## src/rtl/css_pkg.sv

```systemverilog
`timescale 1ns / 1ps
// ----------------------------------------------------------------------------
// css_pkg: shared types and constants for the scanline disc span block
// Configuration layout, stage payloads and root pipeline geometry.
// ----------------------------------------------------------------------------
package css_pkg;

	// row coordinate bits actually used from the 12 bit row field
	localparam int COORD_BITS = 12;
	localparam int ROW_W      = 12;
	localparam logic [ROW_W-1:0] ROW_MASK =
		(COORD_BITS >= ROW_W) ? {ROW_W{1'b1}} : ROW_W'((1 << COORD_BITS) - 1);

	localparam int CFG_DATA_W = 14;
	localparam int CFG_IDX_W  = 3;

	// register indexes
	localparam logic [CFG_IDX_W-1:0] REG_WIDTH  = 3'd0;
	localparam logic [CFG_IDX_W-1:0] REG_HEIGHT = 3'd1;
	localparam logic [CFG_IDX_W-1:0] REG_CX     = 3'd2;
	localparam logic [CFG_IDX_W-1:0] REG_CY     = 3'd3;
	localparam logic [CFG_IDX_W-1:0] REG_RADIUS = 3'd4;

	// radius is at most 4095, so the radicand fits 24 bits and the root 12
	localparam int OFF_W      = 12;
	localparam int SQ_W       = 2 * OFF_W;
	localparam int ROOT_CELLS = OFF_W;

	typedef struct packed {
		logic [12:0]        width;
		logic [12:0]        height;
		logic signed [13:0] cx;
		logic signed [13:0] cy;
		logic signed [12:0] radius;
	} cfg_t;

	typedef struct packed {
		logic             hit;
		logic [ROW_W-1:0] row;
	} meta_t;

	typedef struct packed {
		logic [SQ_W-1:0] rem;
		logic [SQ_W-1:0] root;
		meta_t           meta;
	} root_t;

	// trial bit of root cell idx, from the top pair of bits downward
	function automatic logic [SQ_W-1:0] trial_bit(input int idx);
		logic [SQ_W-1:0] r;
		r = SQ_W'(1) << (2 * (ROOT_CELLS - 1 - idx));
		return r;
	endfunction

endpackage

```

## src/rtl/circle_scanline_span_top.sv

```systemverilog
`timescale 1ns / 1ps
// ----------------------------------------------------------------------------
// circle_scanline_span_top: horizontal span of a filled disc per scanline
// Top level: configuration registers, front stages, root chain, back stages.
// ----------------------------------------------------------------------------
// Usage:
//   Write the surface size, disc centre and radius through cfg_we, cfg_index
//   and cfg_data while no transaction is in flight; indexes past the list are
//   ignored. Every input transaction carries one row_index and yields exactly
//   one output transaction with span_begin, span_end, span_present and
//   row_echo; empty spans report zero end points.
//   The pipe holds three front stages (|dy|, dy^2, r^2 - dy^2), twelve root
//   cells that each settle one bit of the square root, and two back stages
//   (end points, clamp). Throughput is one row per cycle while out_stall is
//   low; the root chain is most of the pipe and every stage is a register.
//   Each stage advances when it is empty or its successor advances, so
//   bubbles close up while out_stall is high and the input stalls only once
//   all 17 stages hold results. Reset empties the pipe and clears all
//   configuration registers to zero, which gives empty spans.
// ----------------------------------------------------------------------------
module circle_scanline_span_top (
	input  logic                            clk,
	input  logic                            arst_n,
	input  logic                            cfg_we,
	input  logic [css_pkg::CFG_IDX_W-1:0]   cfg_index,
	input  logic [css_pkg::CFG_DATA_W-1:0]  cfg_data,
	input  logic                            in_valid,
	output logic                            in_stall,
	input  logic [css_pkg::ROW_W-1:0]       row_index,
	output logic                            out_valid,
	input  logic                            out_stall,
	output logic [12:0]                     span_begin,
	output logic [12:0]                     span_end,
	output logic                            span_present,
	output logic [css_pkg::ROW_W-1:0]       row_echo
);

	css_pkg::cfg_t   cfg_q;
	logic            in_ready;

	css_pkg::root_t  lane       [css_pkg::ROOT_CELLS+1];
	logic            lane_valid [css_pkg::ROOT_CELLS+1];
	logic            lane_ready [css_pkg::ROOT_CELLS+1];

	always_ff @(posedge clk or negedge arst_n) begin
		if (!arst_n) begin
			cfg_q <= '0;
		end else if (cfg_we) begin
			case (cfg_index)
				css_pkg::REG_WIDTH:  cfg_q.width  <= cfg_data[12:0];
				css_pkg::REG_HEIGHT: cfg_q.height <= cfg_data[12:0];
				css_pkg::REG_CX:     cfg_q.cx     <= $signed(cfg_data);
				css_pkg::REG_CY:     cfg_q.cy     <= $signed(cfg_data);
				css_pkg::REG_RADIUS: cfg_q.radius <= $signed(cfg_data[12:0]);
				default: ;
			endcase
		end
	end

	css_front u_front (
		.clk      (clk),
		.arst_n   (arst_n),
		.cfg      (cfg_q),
		.up_valid (in_valid),
		.up_ready (in_ready),
		.row      (row_index),
		.dn_valid (lane_valid[0]),
		.dn_ready (lane_ready[0]),
		.dn_data  (lane[0])
	);

	assign in_stall = !in_ready;

	for (genvar i = 0; i < css_pkg::ROOT_CELLS; i++) begin : g_root
		css_root_cell u_cell (
			.clk      (clk),
			.arst_n   (arst_n),
			.trial    (css_pkg::trial_bit(i)),
			.up_valid (lane_valid[i]),
			.up_ready (lane_ready[i]),
			.up_data  (lane[i]),
			.dn_valid (lane_valid[i+1]),
			.dn_ready (lane_ready[i+1]),
			.dn_data  (lane[i+1])
		);
	end

	css_back u_back (
		.clk          (clk),
		.arst_n       (arst_n),
		.cfg          (cfg_q),
		.up_valid     (lane_valid[css_pkg::ROOT_CELLS]),
		.up_ready     (lane_ready[css_pkg::ROOT_CELLS]),
		.up_data      (lane[css_pkg::ROOT_CELLS]),
		.dn_valid     (out_valid),
		.dn_ready     (!out_stall),
		.span_begin   (span_begin),
		.span_end     (span_end),
		.span_present (span_present),
		.row_echo     (row_echo)
	);

	// the input can only stall once the result register is occupied
	a_stall_needs_output: assert property (@(posedge clk) disable iff (!arst_n)
		in_stall |-> out_valid)
		else $error("input stalled with an empty output stage");

	a_empty_zero: assert property (@(posedge clk) disable iff (!arst_n)
		out_valid && !span_present |-> span_begin == 13'd0 && span_end == 13'd0)
		else $error("empty span with nonzero end points");

	a_span_ordered: assert property (@(posedge clk) disable iff (!arst_n)
		out_valid && span_present |-> span_begin < span_end)
		else $error("present span not ordered");

	// a stalled result must stay valid and keep its row
	a_stall_holds_row: assert property (@(posedge clk) disable iff (!arst_n)
		out_valid && out_stall |=> out_valid && $stable(row_echo))
		else $error("stalled result lost its row");

endmodule

```

## src/rtl/css_front.sv

```systemverilog
`timescale 1ns / 1ps
// ----------------------------------------------------------------------------
// css_front: row distance and radicand stages
// Finds |dy| and the row hit test, squares |dy| and forms r^2 - dy^2.
// ----------------------------------------------------------------------------
module css_front (
	input  logic                       clk,
	input  logic                       arst_n,
	input  css_pkg::cfg_t              cfg,
	input  logic                       up_valid,
	output logic                       up_ready,
	input  logic [css_pkg::ROW_W-1:0]  row,
	output logic                       dn_valid,
	input  logic                       dn_ready,
	output css_pkg::root_t             dn_data
);

	logic                          vld_s1, vld_s2, vld_s3;
	logic                          rdy_s1, rdy_s2, rdy_s3;
	css_pkg::meta_t                meta_s1, meta_s2, meta_s3;
	logic [css_pkg::OFF_W-1:0]     ady_s1;
	logic [css_pkg::SQ_W-1:0]      adysq_s2;
	logic [css_pkg::SQ_W-1:0]      rem_s3;
	logic [css_pkg::SQ_W-1:0]      rsq_q;

	logic [css_pkg::ROW_W-1:0]     row_m;
	logic signed [14:0]            dy;
	logic [14:0]                   ady;
	logic                          hit;

	assign rdy_s3   = !vld_s3 || dn_ready;
	assign rdy_s2   = !vld_s2 || rdy_s3;
	assign rdy_s1   = !vld_s1 || rdy_s2;
	assign up_ready = rdy_s1;

	always_comb begin
		row_m = row & css_pkg::ROW_MASK;
		dy    = $signed({3'b000, row_m}) - $signed({cfg.cy[13], cfg.cy});
		ady   = dy[14] ? 15'(-dy) : 15'(dy);
		hit   = !cfg.radius[12] && (cfg.radius != 13'sd0)
			&& ({1'b0, row_m} < cfg.height)
			&& (ady <= {2'b00, cfg.radius});
	end

	// user changes radius only while idle (unenforced); its square is registered
	always_ff @(posedge clk or negedge arst_n) begin
		if (!arst_n) begin
			rsq_q <= '0;
		end else begin
			rsq_q <= cfg.radius[css_pkg::OFF_W-1:0] * cfg.radius[css_pkg::OFF_W-1:0];
		end
	end

	always_ff @(posedge clk or negedge arst_n) begin
		if (!arst_n) begin
			vld_s1 <= 1'b0;
			vld_s2 <= 1'b0;
			vld_s3 <= 1'b0;
		end else begin
			if (rdy_s1) vld_s1 <= up_valid;
			if (rdy_s2) vld_s2 <= vld_s1;
			if (rdy_s3) vld_s3 <= vld_s2;
		end
	end

	always_ff @(posedge clk) begin
		if (rdy_s1 && up_valid) begin
			meta_s1 <= '{hit: hit, row: row_m};
			ady_s1  <= ady[css_pkg::OFF_W-1:0];
		end
		if (rdy_s2 && vld_s1) begin
			meta_s2  <= meta_s1;
			adysq_s2 <= ady_s1 * ady_s1;
		end
		if (rdy_s3 && vld_s2) begin
			meta_s3 <= meta_s2;
			rem_s3  <= rsq_q - adysq_s2;
		end
	end

	assign dn_valid = vld_s3;
	assign dn_data  = '{rem: rem_s3, root: '0, meta: meta_s3};

endmodule

```

## src/rtl/css_root_cell.sv

```systemverilog
`timescale 1ns / 1ps
// ----------------------------------------------------------------------------
// css_root_cell: one step of the integer square root chain
// Tests one root bit against the remainder and passes the result on.
// ----------------------------------------------------------------------------
module css_root_cell (
	input  logic                      clk,
	input  logic                      arst_n,
	input  logic [css_pkg::SQ_W-1:0]  trial,
	input  logic                      up_valid,
	output logic                      up_ready,
	input  css_pkg::root_t            up_data,
	output logic                      dn_valid,
	input  logic                      dn_ready,
	output css_pkg::root_t            dn_data
);

	logic                  vld_q;
	css_pkg::root_t        data_q;
	css_pkg::root_t        nxt;
	logic [css_pkg::SQ_W:0] sum;

	assign up_ready = !vld_q || dn_ready;

	always_comb begin
		nxt = up_data;
		sum = {1'b0, up_data.root} + {1'b0, trial};
		if ({1'b0, up_data.rem} >= sum) begin
			nxt.rem  = up_data.rem - sum[css_pkg::SQ_W-1:0];
			nxt.root = (up_data.root >> 1) + trial;
		end else begin
			nxt.root = up_data.root >> 1;
		end
	end

	always_ff @(posedge clk or negedge arst_n) begin
		if (!arst_n) begin
			vld_q <= 1'b0;
		end else if (up_ready) begin
			vld_q <= up_valid;
		end
	end

	always_ff @(posedge clk) begin
		if (up_ready && up_valid) begin
			data_q <= nxt;
		end
	end

	assign dn_valid = vld_q;
	assign dn_data  = data_q;

endmodule

```

## src/rtl/css_back.sv

```systemverilog
`timescale 1ns / 1ps
// ----------------------------------------------------------------------------
// css_back: span end points and clamping
// Forms cx - off and cx + off + 1, clamps both to the width, zeroes empty spans.
// ----------------------------------------------------------------------------
module css_back (
	input  logic                       clk,
	input  logic                       arst_n,
	input  css_pkg::cfg_t              cfg,
	input  logic                       up_valid,
	output logic                       up_ready,
	input  css_pkg::root_t             up_data,
	output logic                       dn_valid,
	input  logic                       dn_ready,
	output logic [12:0]                span_begin,
	output logic [12:0]                span_end,
	output logic                       span_present,
	output logic [css_pkg::ROW_W-1:0]  row_echo
);

	logic                       vld_s1, vld_s2;
	logic                       rdy_s1, rdy_s2;
	css_pkg::meta_t             meta_s1;
	logic signed [15:0]         beg_s1, end_s1;
	logic [12:0]                beg_s2, end_s2;
	logic                       pres_s2;
	logic [css_pkg::ROW_W-1:0]  row_s2;

	logic signed [15:0]         cx16, off16;
	logic signed [15:0]         w16, bc, ec;
	logic                       pres;

	assign rdy_s2   = !vld_s2 || dn_ready;
	assign rdy_s1   = !vld_s1 || rdy_s2;
	assign up_ready = rdy_s1;

	always_comb begin
		cx16  = $signed({{2{cfg.cx[13]}}, cfg.cx});
		off16 = $signed({4'b0000, up_data.root[css_pkg::OFF_W-1:0]});
		w16   = $signed({3'b000, cfg.width});
		bc    = beg_s1[15] ? 16'sd0 : ((beg_s1 > w16) ? w16 : beg_s1);
		ec    = end_s1[15] ? 16'sd0 : ((end_s1 > w16) ? w16 : end_s1);
		pres  = meta_s1.hit && (bc < ec);
	end

	always_ff @(posedge clk or negedge arst_n) begin
		if (!arst_n) begin
			vld_s1 <= 1'b0;
			vld_s2 <= 1'b0;
		end else begin
			if (rdy_s1) vld_s1 <= up_valid;
			if (rdy_s2) vld_s2 <= vld_s1;
		end
	end

	always_ff @(posedge clk) begin
		if (rdy_s1 && up_valid) begin
			meta_s1 <= up_data.meta;
			beg_s1  <= cx16 - off16;
			end_s1  <= cx16 + off16 + 16'sd1;
		end
		if (rdy_s2 && vld_s1) begin
			// empty spans report zero end points
			pres_s2 <= pres;
			beg_s2  <= pres ? bc[12:0] : 13'd0;
			end_s2  <= pres ? ec[12:0] : 13'd0;
			row_s2  <= meta_s1.row;
		end
	end

	assign dn_valid     = vld_s2;
	assign span_begin   = beg_s2;
	assign span_end     = end_s2;
	assign span_present = pres_s2;
	assign row_echo     = row_s2;

endmodule
```

## config.mk

```make
export PLATFORM = sky130hd
export DESIGN_NAME = circle_scanline_span_top
export DESIGN_NICKNAME = d
export VERILOG_FILES = /design/src/rtl/css_pkg.sv /design/src/rtl/circle_scanline_span_top.sv /design/src/rtl/css_front.sv /design/src/rtl/css_root_cell.sv /design/src/rtl/css_back.sv
export SDC_FILE = /design/constraint.sdc
export NUM_CORES = 2
export LEC_CHECK = 0
export BUFFER_PORTS_ARGS = -buffer_cell sky130_fd_sc_hd__buf_2
export CAP_MARGIN = 20
export CORE_ASPECT_RATIO = 1.5
export CORE_MARGIN = 8
export CORE_UTILIZATION = 60
export CTS_BUF_LIST = sky130_fd_sc_hd__clkbuf_4
export DETAILED_ROUTE_END_ITERATION = 8
export PLACE_DENSITY = 0.85
export SKIP_LAST_GASP = 1
export SLEW_MARGIN = 10
export SYNTH_ARGS = -nofsm -noshare
export SYNTH_HDL_FRONTEND = slang
export SYNTH_SLANG_ARGS = --single-unit
```

## constraint.sdc

```tcl
create_clock -name clk -period 7.7 [get_ports clk]
set_clock_uncertainty 0.15 [all_clocks]
set_input_delay 1.54 -clock clk [delete_from_list [all_inputs] [get_ports clk]]
set_output_delay 1.54 -clock clk [all_outputs]
set_load 0.02 [all_outputs]
```

==> flow_metrics.py <==
metrics = {
    "run_status": {
        "outcome": "finished clean",
    },
    "clock_network": {
        "clk_root_buffer_cell": "sky130_fd_sc_hd__clkbuf_4",
        "worstSkewPairLatency_ps": 960,
        "ctsResizeCount": 0,
        "h_tree_level_count": 4,
        "cts_setup_buffers": 0,
        "postCtsHoldBufs": 0,
        "clock_transition_at_the_registers_of_the_reported_paths_ps": 80,
        "clock_sinks": 786,
        "cts_tree": "yes",
        "max-clock-path-buffers": 3,
        "cts_buffers": 170,
    },
    "synth": {
        "synth_enable_flop_cells": 679,
        "postSynth.asyncResetShare_pct": 13.6,
        "yosysUniqueCellTypes": 81,
        "ys_seq_area_share_pct": 53.7,
        "synthFlopType": "sky130_fd_sc_hd__edfxtp_1",
        "synthesis.yosys.warnings": 0,
        "synth_top_area_cell": "sky130_fd_sc_hd__edfxtp_1",
        "synth_area_per_cell_sq_um": 12.2,
        "syn_area_sq_um": 42900,
        "synth.top_cells.by_area": "sky130_fd_sc_hd__edfxtp_1 (48%), sky130_fd_sc_hd__ha_1 (9.4%), sky130_fd_sc_hd__fa_1 (7.9%)",
        "netlist.area_leader.share_pct": 47.5,
        "synth_cells": 3512,
        "synth-seq-cells": 786,
    },
    "layout": {
        "final_cell_area_sq_um": 46700,
        "instances_no_fill": 4768,
        "areaGrowthSynthToFinish_pct": 8.81,
        "layout.cells.most_common_list": "sky130_fd_sc_hd__edfxtp_1 (679), sky130_fd_sc_hd__inv_1 (523), sky130_fd_sc_hd__ha_1 (324), sky130_fd_sc_hd__clkbuf_4 (243), sky130_fd_sc_hd__nand2_1 (211)",
        "layout_commonest_cell": "sky130_fd_sc_hd__edfxtp_1",
        "fillers": 4904,
        "fin_nets": 4240,
        "share_of_cells_above_drive_strength_1_pct": 12.4,
    },
    "timing": {
        "final.min_clock_period_ps": 6410,
        "final_min_period_over_clock_period_pct": 83.3,
        "worst-slew-pin-transition_ps": 1120,
        "report.final.slew_viol_count": 0,
        "max-slew-margin-rel_pct": 25.2,
        "fmax_mhz": 156,
        "timing.setup.tns_ps": 0,
        "report.final.setup_viol": 0,
        "rsz0062_at_grt": "false",
        "hold_viol": 0,
    },
    "worst_setup_path": {
        "slowest_delay_ps": 570,
        "critical-path-top-cell-by-count": "sky130_fd_sc_hd__fa_1",
        "worst_ep_required_time_ps": 8370,
        "worstSetupStartpointType": "flip-flop",
        "r2r_setup_slack_ps": 1290,
        "critPathArrivalTime_ps": 7090,
        "worstPathMaxFanout": 10,
        "criticalPathCategory": "reg2reg",
        "critical_path_cell_by_cell": "clkinv_1, nor2_1, inv_1, fa_1, fa_1, fa_1, inv_1, fa_1, inv_1, fa_1, inv_1, ha_1, o21ai_0, a22o_1, a41oi_1, and3_1, o31ai_1, nor3_1, nor3_1, a21oi_1, xnor2_1",
        "cp-end-kind": "flip-flop",
        "timing.critical_path.slowest_stage_cell": "sky130_fd_sc_hd__o31ai_1",
    },
    "route": {
        "routed_via_density": 5.72,
        "route.detailed.wl_per_inst_um": 18.9,
        "drt_wl_total_um": 90100,
        "drt-initial-drc-count": 1578,
        "drt_pass1_iterations": 6,
        "vias": 27300,
        "postRouteAntennaNets": 0,
        "post-route-drc-count": 0,
    },
    "place": {
        "io_buffer_count": 74,
        "post_dp_cell_area_sq_um": 44500,
        "dp_hpwl_um": 67500,
        "dp_cells": 4451,
        "globalplace.congestion": 0.925,
    },
    "floorplanning": {
        "fp.dieW_um": 234,
        "number_of_placed_i_o_pins": 75,
        "fp_rows": 120,
        "die_y_um": 344,
        "die_area_sq_um": 80500,
        "core_sq_um": 71200,
        "initial_utilization_pct": 60.3,
    },
    "grt": {
        "track_usage_pct": 22.9,
        "global_route.overflow_total": 0,
        "via_count_of_the_first_global_routing_pass": 29400,
        "maximum_number_of_pins_on_one_net_before_global_route_repair": 65,
        "grt_pass1_wl_um": 145000,
        "initial_antenna_violation_count": 5,
    },
    "flow_run": {
        "drv.max_cap_violation_count": 0,
    },
    "min_path": {
        "hp-class": "reg2reg",
    },
}
-- registers in the layout, summed over array words and instances (netlist names), 15 cells and up --
signal,flops
g_root.u_cell.dn_data,498
cfg_q,67
u_front.rem_s3,24
u_front.adysq_s2,23
u_front.rsq_q,23
u_back.end_s1,16
u_back.beg_s1,15
-- synth_stat cells (all sizes together) (16+ instances only) --
cell type and n:
mux2 58, nor3 66, and2 74, o21a 51
a211oi 16, or3 20, and3 24, clkbuf 57
o21ai 159, edfxtp 679, nor4 39, xnor2 134
fa 169, nand2b 38, inv 523, a21o 57
nor2b 51, dfrtp 107, xor2 68, a21boi 17
or2 18, nand4 29, a21oi 116, nor2 184
nand3 40, ha 324, nand2 211, o31ai 18
-- layout make-up --
type	instances	area [sq um]	share of cell area (%)
Clock buffer	243	1820	3.91
Clock inverter	62	329	0.705
Sequential cell	786	23100	49.4
Tap cell	915	1140	2.45
Antenna cell	7	17.5	0.0375
Timing Repair Buffer	95	597	1.28
Multi-Input combinational cell	2134	17800	38.0
Inverter	526	1970	4.23
-- worst max-delay path: cells and delay by family, from the launching register on --
kind	cells	cell delay, ps
xor gates and xnor gates	1	140
and+or+nand+nor	4	1020
buffers and inverters	5	610
AOI/OAI and AO/OA	5	1110
DFF	1	450
adders and majority gates	6	2840
-- per-stage QoR --
| stage | setup slack, ps | util, % | hold WS, ps |
|---|---|---|---|
| floorplan | 1770 | - | 250 |
| global placement | 1560 | 62.4 | 250 |
| detailed placement | 1370 | 62.5 | 255 |
| CTS | 1350 | 65.5 | 250 |
| global route | 923 | 65.6 | 258 |
| finish | 1290 | 65.6 | 251 |
-- path summary, 6_finish.rpt --
check                      cells past startpoint                           end               start
setup / recovery                              21             u_front.rsq_q[23]            cfg_q[8]
hold / removal                                 0  g_root[0].u_cell.dn_data[54]  u_front.rem_s3[17]
setup reg to reg                              21             u_front.rsq_q[23]            cfg_q[8]
hold reg to reg                                0  g_root[0].u_cell.dn_data[54]  u_front.rem_s3[17]
max in group asynchronous                      2              u_front.rsq_q[3]              arst_n
min in group asynchronous                      1                     cfg_q[60]              arst_n
-- routing by layer --
metal / vias to the layer above / GRT usage (%) / share of wire, %
met1: 13300 / 21.6 / 32
li1: 12700 / - / -
met3: 353 / 3.76 / 5.1
met5: - / 0 / 0
met4: 0 / 15.6 / 7.0
met2: 899 / 44.2 / 56
-- kinds of logic after synthesis --
| group | after synthesis | synth area share, % |
|---|---|---|
| AOI/OAI and AO/OA | 516 | 7.70 |
| xor gates and xnor gates | 202 | 4.12 |
| adders and majority gates | 493 | 17.3 |
| buffers and inverters | 594 | 5.23 |
| DFF | 786 | 53.7 |
| muxes | 64 | 1.66 |
| other | 2 | 0.0175 |
| and+or+nand+nor | 855 | 10.2 |
Power is not shown: default switching activity piles up to over one toggle a cycle in this logic, so the estimate is an artifact.
